File: config.mk
export PLATFORM = sky130hd
export DESIGN_NAME = at_command_line_decoder_unit
export DESIGN_NICKNAME = d
export VERILOG_FILES = /design/src/design/atcl_pkg.sv /design/src/design/atcl_front.sv /design/src/design/atcl_fifo.sv /design/src/design/atcl_back.sv /design/src/design/at_command_line_decoder_unit.sv
export SDC_FILE = /design/constraint.sdc
export NUM_CORES = 1
export LEC_CHECK = 0
export BUFFER_PORTS_ARGS = -buffer_cell sky130_fd_sc_hd__buf_4
export CAP_MARGIN = 30
export CORE_MARGIN = 4
export CORE_UTILIZATION = 27
export DETAILED_ROUTE_END_ITERATION = 10
export SLEW_MARGIN = 25
export SYNTH_ARGS = -nofsm -noshare
export SYNTH_HDL_FRONTEND = slang
export SYNTH_SLANG_ARGS = --single-unit
File: constraint.sdc
create_clock -name clk -period 2.15 [get_ports clk]
set_input_delay 0 -clock clk [delete_from_list [all_inputs] [get_ports clk]]
set_output_delay 0 -clock clk [all_outputs]
set_load 0.05 [all_outputs]
File: src/design/atcl_pkg.sv
// shared types, character constants and keyword tables for the at command line decoder
package atcl_pkg;

    // event codes on the result channel
    localparam logic [2:0] EV_NONE   = 3'd0;
    localparam logic [2:0] EV_TEMP   = 3'd1;
    localparam logic [2:0] EV_RESET  = 3'd2;
    localparam logic [2:0] EV_PREAD  = 3'd3;
    localparam logic [2:0] EV_PWRITE = 3'd4;
    localparam logic [2:0] EV_OK     = 3'd5;
    localparam logic [2:0] EV_ERROR  = 3'd6;
    localparam logic [2:0] EV_ISP    = 3'd7;

    // characters the decoder looks at
    localparam logic [7:0] CH_LF   = 8'h0A;
    localparam logic [7:0] CH_CR   = 8'h0D;
    localparam logic [7:0] CH_EQ   = 8'h3D;
    localparam logic [7:0] CH_A    = 8'h41;
    localparam logic [7:0] CH_T    = 8'h54;
    localparam logic [7:0] CH_PLUS = 8'h2B;

    // programming-mode sequence is eight characters long
    localparam int MAGIC_LEN = 8;
    localparam int MAGIC_W   = $clog2(MAGIC_LEN);

    // keyword indexes
    localparam int NUM_KW = 4;
    localparam logic [1:0] KW_TEMP = 2'd0;
    localparam logic [1:0] KW_RST  = 2'd1;
    localparam logic [1:0] KW_IAPR = 2'd2;
    localparam logic [1:0] KW_IAPW = 2'd3;

    // name length is tracked up to one past the longest keyword
    localparam int NAME_W = 3;
    localparam logic [NAME_W-1:0] NAME_SAT = 3'd5;

    // queue between front and back
    localparam int QUEUE_DEPTH = 2;
    localparam int QPTR_W      = $clog2(QUEUE_DEPTH);
    localparam int QCNT_W      = $clog2(QUEUE_DEPTH + 1);

    // one classified byte as handed from front to back
    typedef struct packed {
        logic [7:0] data;
        logic       is_lf;
        logic       is_term;
        logic       isp;
    } item_t;

    // character of the programming-mode sequence at a position
    function automatic logic [7:0] magic_char(input logic [MAGIC_W-1:0] idx);
        logic [7:0] c;
        unique case (idx)
            3'd0: c = 8'h40;    // '@'
            3'd1: c = 8'h53;    // 'S'
            3'd2: c = 8'h54;    // 'T'
            3'd3: c = 8'h43;    // 'C'
            3'd4: c = 8'h49;    // 'I'
            3'd5: c = 8'h53;    // 'S'
            3'd6: c = 8'h50;    // 'P'
            3'd7: c = 8'h23;    // '#'
            default: c = 8'h00;
        endcase
        return c;
    endfunction

    // length of each keyword
    function automatic logic [NAME_W-1:0] kw_len(input logic [1:0] kw);
        logic [NAME_W-1:0] n;
        unique case (kw)
            KW_RST:  n = 3'd3;
            default: n = 3'd4;
        endcase
        return n;
    endfunction

    // keyword characters, unused places hold zero
    function automatic logic [7:0] kw_char(input logic [1:0] kw, input logic [1:0] idx);
        logic [7:0] c;
        c = 8'h00;
        unique case (kw)
            KW_TEMP:
            begin
                unique case (idx)
                    2'd0: c = 8'h54;    // 'T'
                    2'd1: c = 8'h45;    // 'E'
                    2'd2: c = 8'h4D;    // 'M'
                    default: c = 8'h50; // 'P'
                endcase
            end
            KW_RST:
            begin
                unique case (idx)
                    2'd0: c = 8'h52;    // 'R'
                    2'd1: c = 8'h53;    // 'S'
                    2'd2: c = 8'h54;    // 'T'
                    default: c = 8'h00;
                endcase
            end
            KW_IAPR:
            begin
                unique case (idx)
                    2'd0: c = 8'h49;    // 'I'
                    2'd1: c = 8'h41;    // 'A'
                    2'd2: c = 8'h50;    // 'P'
                    default: c = 8'h52; // 'R'
                endcase
            end
            default:
            begin
                unique case (idx)
                    2'd0: c = 8'h49;    // 'I'
                    2'd1: c = 8'h41;    // 'A'
                    2'd2: c = 8'h50;    // 'P'
                    default: c = 8'h57; // 'W'
                endcase
            end
        endcase
        return c;
    endfunction

endpackage

File: src/design/atcl_front.sv
// front end: takes received bytes, tracks the programming-mode sequence, classifies each byte
module atcl_front
(
    input  logic               clk,
    input  logic               rst_n,
    input  logic [7:0]         rx_byte,
    input  logic               rx_valid,
    output logic               rx_ready,
    input  logic               q_full,
    output logic               q_push,
    output atcl_pkg::item_t    q_item
);

    logic [atcl_pkg::MAGIC_W-1:0] magic_pos_reg;
    logic [atcl_pkg::MAGIC_W-1:0] magic_pos_next;
    logic                         hit;
    logic                         isp;

    // accept whenever the queue has room
    assign rx_ready = !q_full;
    assign q_push   = rx_valid && !q_full;

    // sequence match, restarting on a mismatch
    always_comb
    begin
        hit = (rx_byte == atcl_pkg::magic_char(magic_pos_reg));
        isp = hit && (magic_pos_reg == atcl_pkg::MAGIC_W'(atcl_pkg::MAGIC_LEN - 1));
        if (hit)
        begin
            magic_pos_next = magic_pos_reg + atcl_pkg::MAGIC_W'(1);
        end
        else if (rx_byte == atcl_pkg::magic_char('0))
        begin
            magic_pos_next = atcl_pkg::MAGIC_W'(1);
        end
        else
        begin
            magic_pos_next = '0;
        end
    end

    // byte classification for the back end
    always_comb
    begin
        q_item.data    = rx_byte;
        q_item.is_lf   = (rx_byte == atcl_pkg::CH_LF);
        q_item.is_term = (rx_byte == atcl_pkg::CH_LF) || (rx_byte == atcl_pkg::CH_CR)
                         || (rx_byte == atcl_pkg::CH_EQ);
        q_item.isp     = isp;
    end

    // match position updates once per accepted beat
    always_ff @(posedge clk or negedge rst_n)
    begin
        if (!rst_n)
        begin
            magic_pos_reg <= '0;
        end
        else if (q_push)
        begin
            magic_pos_reg <= magic_pos_next;
        end
    end

endmodule

File: src/design/atcl_fifo.sv
// short queue of classified bytes between front and back
module atcl_fifo
(
    input  logic               clk,
    input  logic               rst_n,
    input  logic               push,
    input  atcl_pkg::item_t    push_item,
    output logic               full,
    input  logic               pop,
    output atcl_pkg::item_t    pop_item,
    output logic               empty
);

    atcl_pkg::item_t                 mem_reg [atcl_pkg::QUEUE_DEPTH];
    logic [atcl_pkg::QPTR_W-1:0]     wr_ptr_reg;
    logic [atcl_pkg::QPTR_W-1:0]     rd_ptr_reg;
    logic [atcl_pkg::QCNT_W-1:0]     count_reg;
    logic [atcl_pkg::QCNT_W-1:0]     count_next;

    assign full     = (count_reg == atcl_pkg::QCNT_W'(atcl_pkg::QUEUE_DEPTH));
    assign empty    = (count_reg == '0);
    assign pop_item = mem_reg[rd_ptr_reg];

    // occupancy
    always_comb
    begin
        count_next = count_reg;
        if (push && !pop)
        begin
            count_next = count_reg + atcl_pkg::QCNT_W'(1);
        end
        else if (pop && !push)
        begin
            count_next = count_reg - atcl_pkg::QCNT_W'(1);
        end
    end

    // pointers and count
    always_ff @(posedge clk or negedge rst_n)
    begin
        if (!rst_n)
        begin
            wr_ptr_reg <= '0;
            rd_ptr_reg <= '0;
            count_reg  <= '0;
        end
        else
        begin
            count_reg <= count_next;
            if (push)
            begin
                wr_ptr_reg <= wr_ptr_reg + atcl_pkg::QPTR_W'(1);
            end
            if (pop)
            begin
                rd_ptr_reg <= rd_ptr_reg + atcl_pkg::QPTR_W'(1);
            end
        end
    end

    // entry storage
    always_ff @(posedge clk)
    begin
        if (push)
        begin
            mem_reg[wr_ptr_reg] <= push_item;
        end
    end

endmodule

File: src/design/atcl_back.sv
// back end: follows the line position by position and decodes it at a line feed
module atcl_back
#(
    parameter int LINE_DEPTH = 16
)
(
    input  logic               clk,
    input  logic               rst_n,
    input  logic               q_empty,
    input  atcl_pkg::item_t    q_item,
    output logic               q_pop,
    output logic [2:0]         event_res,
    output logic               event_valid,
    input  logic               event_ready
);

    localparam int POS_W = $clog2(LINE_DEPTH);
    localparam logic [POS_W-1:0] POS_LAST = POS_W'(LINE_DEPTH - 1);

    logic [POS_W-1:0]                    pos_reg;
    logic [POS_W-1:0]                    pos_next;
    logic                                a_ok_reg, a_ok_next;
    logic                                t_ok_reg, t_ok_next;
    logic                                plus_reg, plus_next;
    logic                                term_reg, term_next;
    logic [atcl_pkg::NAME_W-1:0]         len_reg, len_next;
    logic [atcl_pkg::NUM_KW-1:0]         kw_reg, kw_next;
    logic [atcl_pkg::NUM_KW-1:0]         kw_hit;
    logic [2:0]                          dec_ev;
    logic [2:0]                          ev;
    logic                                out_valid_reg;
    logic [2:0]                          event_reg;

    // take the next beat when the output register is free or draining
    assign q_pop       = !q_empty && (!out_valid_reg || event_ready);
    assign event_valid = out_valid_reg;
    assign event_res   = event_reg;

    // keyword hits on the name gathered so far
    always_comb
    begin
        for (int k = 0; k < atcl_pkg::NUM_KW; k++)
        begin
            kw_hit[k] = kw_reg[k] && (len_reg == atcl_pkg::kw_len(2'(k)));
        end
    end

    // line decode, valid when the current byte is a line feed
    always_comb
    begin
        dec_ev = atcl_pkg::EV_NONE;
        if (pos_reg < POS_W'(2))
        begin
            dec_ev = atcl_pkg::EV_NONE;
        end
        else if (!(a_ok_reg && t_ok_reg))
        begin
            dec_ev = atcl_pkg::EV_NONE;
        end
        else if (pos_reg == POS_W'(2) || !plus_reg)
        begin
            // third character is the line feed itself or is not '+'
            dec_ev = atcl_pkg::EV_OK;
        end
        else if (kw_hit[atcl_pkg::KW_TEMP])
        begin
            dec_ev = atcl_pkg::EV_TEMP;
        end
        else if (kw_hit[atcl_pkg::KW_RST])
        begin
            dec_ev = atcl_pkg::EV_RESET;
        end
        else if (kw_hit[atcl_pkg::KW_IAPR])
        begin
            dec_ev = atcl_pkg::EV_PREAD;
        end
        else if (kw_hit[atcl_pkg::KW_IAPW])
        begin
            dec_ev = atcl_pkg::EV_PWRITE;
        end
        else
        begin
            dec_ev = atcl_pkg::EV_ERROR;
        end
    end

    // event for this beat
    always_comb
    begin
        priority if (q_item.is_lf)
        begin
            ev = dec_ev;
        end
        else if (q_item.isp)
        begin
            ev = atcl_pkg::EV_ISP;
        end
        else
        begin
            ev = atcl_pkg::EV_NONE;
        end
    end

    // line tracking: position, prefix flags and name match
    always_comb
    begin
        pos_next  = pos_reg + POS_W'(1);
        a_ok_next = a_ok_reg;
        t_ok_next = t_ok_reg;
        plus_next = plus_reg;
        term_next = term_reg;
        len_next  = len_reg;
        kw_next   = kw_reg;
        if (q_item.is_lf || pos_reg == POS_LAST)
        begin
            // line feed clears the line, a wrap starts it over
            pos_next  = '0;
            a_ok_next = 1'b0;
            t_ok_next = 1'b0;
            plus_next = 1'b0;
            term_next = 1'b0;
            len_next  = '0;
            kw_next   = '1;
        end
        else if (pos_reg == POS_W'(0))
        begin
            a_ok_next = (q_item.data == atcl_pkg::CH_A);
        end
        else if (pos_reg == POS_W'(1))
        begin
            t_ok_next = (q_item.data == atcl_pkg::CH_T);
        end
        else if (pos_reg == POS_W'(2))
        begin
            plus_next = (q_item.data == atcl_pkg::CH_PLUS);
        end
        else if (!term_reg)
        begin
            if (q_item.is_term)
            begin
                term_next = 1'b1;
            end
            else
            begin
                if (len_reg != atcl_pkg::NAME_SAT)
                begin
                    len_next = len_reg + atcl_pkg::NAME_W'(1);
                end
                for (int k = 0; k < atcl_pkg::NUM_KW; k++)
                begin
                    kw_next[k] = kw_reg[k] && (len_reg < atcl_pkg::kw_len(2'(k)))
                                 && (q_item.data == atcl_pkg::kw_char(2'(k), len_reg[1:0]));
                end
            end
        end
    end

    // line state and output register
    always_ff @(posedge clk or negedge rst_n)
    begin
        if (!rst_n)
        begin
            pos_reg       <= '0;
            a_ok_reg      <= 1'b0;
            t_ok_reg      <= 1'b0;
            plus_reg      <= 1'b0;
            term_reg      <= 1'b0;
            len_reg       <= '0;
            kw_reg        <= '1;
            out_valid_reg <= 1'b0;
        end
        else
        begin
            if (q_pop)
            begin
                pos_reg       <= pos_next;
                a_ok_reg      <= a_ok_next;
                t_ok_reg      <= t_ok_next;
                plus_reg      <= plus_next;
                term_reg      <= term_next;
                len_reg       <= len_next;
                kw_reg        <= kw_next;
                out_valid_reg <= 1'b1;
            end
            else if (event_ready)
            begin
                out_valid_reg <= 1'b0;
            end
        end
    end

    // result payload
    always_ff @(posedge clk)
    begin
        if (q_pop)
        begin
            event_reg <= ev;
        end
    end

endmodule

File: src/design/at_command_line_decoder_unit.sv
// top level of the at command line decoder: front, queue and back
//
// channel   signals                          dir   payload
// rx        rx_valid / rx_ready              in    rx_byte    (8 bits)
// event     event_valid / event_ready        out   event_res  (3 bits)
//
// one byte a cycle sustained while event beats are taken; every byte gives exactly one event beat
// once its byte is taken, an event passes through the queue, then the output register
// a line feed is decoded from flags kept while the line arrives, no pass over a store
// rx_ready drops only when the two-entry queue is full behind a stalled event
// asynchronous active-low reset empties the queue and clears line and match state
module at_command_line_decoder_unit
#(
    parameter int LINE_DEPTH = 16
)
(
    input  logic        clk,
    input  logic        rst_n,
    input  logic [7:0]  rx_byte,
    input  logic        rx_valid,
    output logic        rx_ready,
    output logic [2:0]  event_res,
    output logic        event_valid,
    input  logic        event_ready
);

    atcl_pkg::item_t push_item;
    atcl_pkg::item_t pop_item;
    logic            push;
    logic            pop;
    logic            full;
    logic            empty;

    // byte intake and sequence watch
    atcl_front u_front
    (
        .clk      (clk),
        .rst_n    (rst_n),
        .rx_byte  (rx_byte),
        .rx_valid (rx_valid),
        .rx_ready (rx_ready),
        .q_full   (full),
        .q_push   (push),
        .q_item   (push_item)
    );

    // decoupling queue
    atcl_fifo u_fifo
    (
        .clk       (clk),
        .rst_n     (rst_n),
        .push      (push),
        .push_item (push_item),
        .full      (full),
        .pop       (pop),
        .pop_item  (pop_item),
        .empty     (empty)
    );

    // line decode and result register
    atcl_back #(
        .LINE_DEPTH (LINE_DEPTH)
    ) u_back
    (
        .clk         (clk),
        .rst_n       (rst_n),
        .q_empty     (empty),
        .q_item      (pop_item),
        .q_pop       (pop),
        .event_res   (event_res),
        .event_valid (event_valid),
        .event_ready (event_ready)
    );

endmodule

# After elaboration in Yosys (flattened, before gate mapping)

Memory sizes are Yosys's and may differ from the RTL's.
Cells that the tools add are included.

Register bits after elaboration: 26
Bits in writable memories: 22
Bits in read-only memories: 56
Bits of input ports: 12
Output and inout bits: 5
Word-level logic and storage cells: 182
Memories: 2

Memory list:

| name             | depth | width | rd ports | clocked after Yosys merged registers in | write ports | RTL line        | source |
|---|---|---|---|---|---|---|---|
| (name not given) | 8     | 7     | 1        | 0                                       | 0           | atcl_pkg.sv:53  | `unique case (idx)` |
| u_fifo.mem_reg   | 2     | 11    | 1        | 0                                       | 1           | atcl_fifo.sv:14 | `atcl_pkg::item_t mem_reg [atcl_pkg::QUEUE_DEPTH];` |

Add/sub/neg operators: 7
Magnitude comparators: 3
Equal/unequal tests: 27
Muxes and demuxes: 86
Reduce and logical (&&, ||, !) cells: 44

Operators by type and width:

| operator                                       | number |
|---|---|
| two-way mux 8 bit                              | 24 |
| two-way mux 3 bit                              | 28 |
| one-hot mux 5 bit (3 select lines)             | 3 |
| == test 8 bit                                  | 5 |
| two-way mux 4 bit                              | 7 |
| == test 8 x 7 -> 1 bit (second input constant) | 3 |
| one-hot mux 7 bit (3 select lines)             | 1 |
| two-way mux 1 bit                              | 20 |
| logical AND 1 bit                              | 18 |
| == test 8 x 4 -> 1 bit (second input constant) | 2 |
| == test 8 x 6 -> 1 bit (second input constant) | 2 |
| nonzero test 2 bit                             | 6 |
| AND reduction 4 bit                            | 2 |
| AND reduction 7 bit                            | 1 |
| adder 3 x 1 -> 3 bit (second input constant)   | 2 |
| == test 3 bit (second input constant)          | 2 |
| logical NOT 1 bit                              | 6 |
| less-than comparator 3 bit                     | 2 |
| two-way mux 2 bit                              | 3 |
| != test 2 x 1 -> 1 bit (second input constant) | 3 |
| AND reduction 6 bit                            | 1 |
| logical OR 1 bit                               | 5 |
| adder 4 x 1 -> 4 bit (second input constant)   | 1 |
| == test 2 bit (second input constant)          | 2 |
| 15 further kinds                               | 18 |

# Depth between registers and ports, before layout

Depth in word-level cells: 16
Depth in mapped cells: 8
Gate-level depth less buffers: 7

# By module

Synthesis repeated with hierarchy kept, for this count alone.

Cell total of the unflattened synthesis: 255
Area total of the unflattened synthesis: 2890.3 sq um

Modules (own cells, without submodules):

| module     | instances | cells an instance | area an instance (sq um) | sequential area each (sq um) |
|---|---|---|---|---|
| atcl_back  | 1         | 147               | 1371.3                   | 495.5 |
| atcl_fifo  | 1         | 50                | 1018.5                   | 760.7 |
| atcl_front | 1         | 58                | 500.5                    | 75.1 |

# Least setup slack after synthesis

Ideal clock, no wire load.

Path kind: flip-flop to flip-flop
From: register u_fifo.count_reg[0] in the netlist's numbering
To: memory u_fifo.mem_reg[0][0] in the netlist's numbering (enable)
Library setup time: 0.378 ns
Arrival: 1.685 ns
Required time: 1.772 ns
Path slack: 0.086 ns
Stages on the path, launching flop included: 4
Path buffers: 0
Period minus slack after synthesis: 2.064 ns
Cell sequence: dfrtp_1 -> nand2b_1 -> nand2_1 -> nor2_1

Cells in the longest elaborated chain, start to end: 5

Ends and longest elaborated chain:

| what                                    | RTL line                           | source |
|---|---|---|
| start, declared                         | atcl_fifo.sv:17                    | `logic [atcl_pkg::QCNT_W-1:0] count_reg;` |
| start signal, assigned                  | atcl_fifo.sv:49                    | `count_reg <= count_next;` |
| == test 2 bit                           | atcl_fifo.sv:20                    | `assign full = (count_reg == atcl_pkg::QCNT_W'(atcl_pkg::QUEUE_DEPTH));` |
| logical NOT 1 bit                       | -                                  |  |
| named net rx_ready                      | at_command_line_decoder_unit.sv:21 | `output logic rx_ready,` |
| logical AND 1 bit                       | atcl_front.sv:21                   | `assign q_push = rx_valid && !q_full;` |
| two-way mux 1 bit                       | atcl_fifo.sv:64                    | `if (push)` |
| two-way mux 1 bit (implied by the code) | atcl_fifo.sv:66                    | `mem_reg[wr_ptr_reg] <= push_item;` |
| end, declared                           | atcl_fifo.sv:14                    |  |

The timed path passes the listed nets, and every way through them passes these cells.

# Worst setup path after layout

From: register u_back.pos_reg[0]
To: register u_back.len_reg[0] in the netlist's numbering

Cells in the longest elaborated chain, start to end: 4
Elaborated cells on any way between the ends: 13
Those cells by class: eq/ne (8); mux (1); reduce/logical (4)

Ends and longest elaborated chain:

| what                                                   | RTL line         | source |
|---|---|---|
| start, declared                                        | atcl_back.sv:20  | `logic [POS_W-1:0] pos_reg;` |
| start signal, assigned                                 | atcl_back.sv:176 | `pos_reg <= pos_next;` |
| == test 4 bit                                          | atcl_back.sv:114 | `if (q_item.is_lf \|\| pos_reg == POS_LAST)` |
| logical OR 1 bit                                       | atcl_back.sv:114 |  |
| != test 2 bit (no source line) (tied with other cells) | -                |  |
| AND reduction 7 bit (no source line)                   | -                |  |
| end signal, assigned                                   | atcl_back.sv:181 | `len_reg <= len_next;` |
| end, declared                                          | atcl_back.sv:26  | `logic [atcl_pkg::NAME_W-1:0] len_reg, len_next;` |

Several ways; a longest one is shown, not always the timed one.
A chain may end at the register's enable or synchronous reset.

==> impl_metrics.csv <==
group,metric,value,unit
setup_path,end_kind,"flop",
place,place_area,3139,sq um
power,power,4194,uW
layout,area_growth,20.27,%
global_routing,grt_pass1_vias,2172,
place,dp_hpwl,4.521,mm
sta,hold_violations,0,
place,placed_cells_incl_taps,414,
setup_path,path_cells,"inv_1 -> ha_1 -> or3_4 -> a211oi_4 -> o21a_1 -> o21ai_0 -> a22o_1",
synthesis,async_flop_share,47.92,%
place,port_buffers,16,
place,place_congestion,0.8187,
floorplan,core,9955,sq um
outcome,run_status,"finished, final reports clean",
global_routing,grt_max_degree,24,
job,max_cap_viol_count,0,
route,drc_errors,0,
route,wl_met1,2.823,mm
floorplan,num_io_pins,17,
sta,tightest_slew,0.5392,ns
route,vias_per_cell,4.873,
setup_path,critical_path_class,"flop to flop",
clock_tree,cts_root_buffer,"clkbuf_8",
clock_tree,clock-sinks,48,
setup_path,crit_path_max_fanout,4,
synthesis,synth_edf_count,25,
sta,skew,0.01410,ns
sta,timing.fmax,0.4937,GHz
synthesis,syn_nets,289,
synthesis,synth_ff_type,"edfxtp_1",
layout,drive_above_1_share,19.00,%
clock_tree,clock_latency,0.31,ns
sta,finalCriticalPeriod,2.025,ns
route,wl_per_cell,13.75,um
clock_tree,cts.clk_slew.worst_paths,0.10,ns
layout,largest_register_ff_count,22,
route,drtIter0Drc,92,
setup_path,critPathArrivalTime,2.23,ns
layout,fin_nets,329,
layout,n_antenna_cell,0,
synthesis,synthCells,259,
route,wl_met3,218,um
synthesis,ys_ff_latch,48,
floorplan,fp.dieH,110.0,um
floorplan,rows,36,
power,p_per_area,1242,nW/um^2
layout,design_area,3378,sq um
route,dr.pass1.iters,4,
synthesis,netlist_area,2809,sq um
power,worst_ir_drop_vdd,0.0005335,V
global_routing,grt_pass1_wl,10.31,mm
sta,finalCritPeriodShare,94.21,%
clock_tree,numCtsBuffers,5,
synthesis,synth_area_leader_cell,"edfxtp_1",
setup_path,critical_path_required,2.36,ns
route,highest_layer,"met4",
layout,final_cells,433,
power,leakagePower,0.001322,uW
synthesis,synth_top_area_share,26.73,%
route,wl,5.954,mm
setup_path,critPathMaxStageDelay,0.41,ns
hold_path,hold_path.class,"input port to flop",
global_routing,antenna_found_initial,0,
setup_path,worstSetupStartpointType,"flop",
setup_path,slowest_stage,"dfrtp_1",
synthesis,synth-seq-area-share,47.39,%
synthesis,synth_warnings,0,
floorplan,dieWidth,110.0,um
global_routing,overflow,0,
floorplan,die_area,12100,sq um
synthesis,synth_area_leaders,"edfxtp_1, dfrtp_1, ha_1",
route,via_count,2110,
clock_tree,htreeDepth,2,
sta,rsz0062_at_grt,"false",
sta,maxSlewHeadroom,63.67,%
sta,finalSetupViolations,0,
sta,tns,0,ns
layout,fillers,979,
route,route.met2.wl,2.856,mm
setup_path,reg2reg_slack,0.12,ns
route,ant_nets,0,
sta,slew_violations,0,
global_routing,grt_use_total,10.70,%
floorplan,initial_core_util,28.22,%
synthesis,ys_types,56,
clock_tree,cts_tree,"built",
synthesis,avgSynthCellArea,10.85,sq um
clock_tree,clockBufferDepth,2,
[report_power, final]
group / switching, uW / internal (uW)
Clock: 333 / 351
Combinational: 1120 / 829
Sequential: 252 / 1310
[critical path: cells and delay by family, from the launching register on]
| kind | cells | cell delay, ns |
|---|---|---|
| AO/OA/AOI/OAI | 4 | 0.76 |
| AND/OR/NAND/NOR | 1 | 0.40 |
| flip-flops | 1 | 0.41 |
| buffers and inverters | 1 | 0.10 |
| adder cells (fa/ha/maj) | 1 | 0.24 |
[stage by stage]
stage / worst slack [ns] / hold WS, ns / utilization [%]
3_3_place_gp: 0.1252 / -0.08126 / 31.54
2_1_floorplan: 0.08631 / -0.2956 / -
6_report: 0.1246 / 0.05523 / 33.94
3_5_place_dp: 0.06211 / -0.07768 / 31.54
5_1_grt: 0.02808 / 0.07466 / 33.94
4_1_cts: 0.02642 / 0.05223 / 33.70
[layer usage]
| metal | global-route usage [%] | vias up |
|---|---|---|
| li1 | - | 1025 |
| met1 | 13.72 | 1035 |
| met2 | 18.41 | 42 |
| met3 | 2.271 | 8 |
| met4 | 2.493 | 0 |
| met5 | 0 | - |
[path summary, 6_finish.rpt]
kind                                   startpoint                        to  cells after the start
min in group asynchronous                   rst_n       u_fifo.count_reg[1]                      2
worst min-delay path                     rx_valid  u_front.magic_pos_reg[2]                      3
worst min register to register  u_fifo.wr_ptr_reg         u_fifo.wr_ptr_reg                      1
worst max register to register  u_back.pos_reg[0]         u_back.len_reg[0]                      7
max in group asynchronous                   rst_n          u_back.kw_reg[0]                      2
worst max-delay path            u_back.pos_reg[0]         u_back.len_reg[0]                      7
[cells by family (layout without fill, tap and decap cells)]
| group | count (synthesis) | after routing | share of synthesized area [%] |
|---|---|---|---|
| fa+ha+maj | 18 | 18 | 8.018 |
| compound gates | 55 | 55 | 13.41 |
| flops | 48 | 48 | 47.39 |
| xor+xnor | 18 | 18 | 5.612 |
| buf+inv | 21 | 62 | 3.519 |
| mux | 14 | 14 | 6.503 |
| simple gates | 85 | 85 | 15.55 |
[synth_stat cells, drive strengths merged (4+ instances only)]
cell type	instances
dfrtp	19
xnor2	12
nor3	6
nor3b	4
o21ai	15
edfxtp	25
nand2	16
dfstp	4
ha	18
mux2	8
inv	16
nor2	24
xor2	6
nand3	9
a21oi	13
mux2i	6
[placed cells by master, fill, tap and decap left out, drive strengths merged, types with 3 or more instances in the layout]
master | synthesis | routed
nor2 | 24 | 24
dfstp | 4 | 4
and2 | 3 | 3
and3 | 3 | 3
inv | 16 | 17
clkbuf | 2 | 5
nand4b | 3 | 3
nand3b | 3 | 3
xor2 | 6 | 6
ha | 18 | 18
a21oi | 13 | 13
nor3 | 6 | 6
mux2 | 8 | 8
nand3 | 9 | 9
dfrtp | 19 | 19
a211oi | 3 | 3
nand4 | 3 | 3
buf | 3 | 28
nand2 | 16 | 16
dlygate4sd3 | 0 | 10
xnor2 | 12 | 12
mux2i | 6 | 6
edfxtp | 25 | 25
o21ai | 15 | 15
nor3b | 4 | 4
[what timing repair did]
item / 4_1_cts / 5_1_grt
endpoints found under the setup margin: 0 / 6
hold buffers: 10 / 0
gates resized for setup: 0 / 4
hold endpoints to repair: 40 / 0
setup buffers: 0 / 1
[layout make-up]
type,count,area [sq um],area share (%)
flip-flops and latches,48,1333,39.44
clock inverters,3,46.29,1.370
well taps,133,166.4,4.926
clock buffers,5,68.82,2.037
repair buffers,38,310.3,9.185
multi-input cells,190,1394,41.26
inverters,16,60.06,1.778
(Power assumes the default switching activity.)
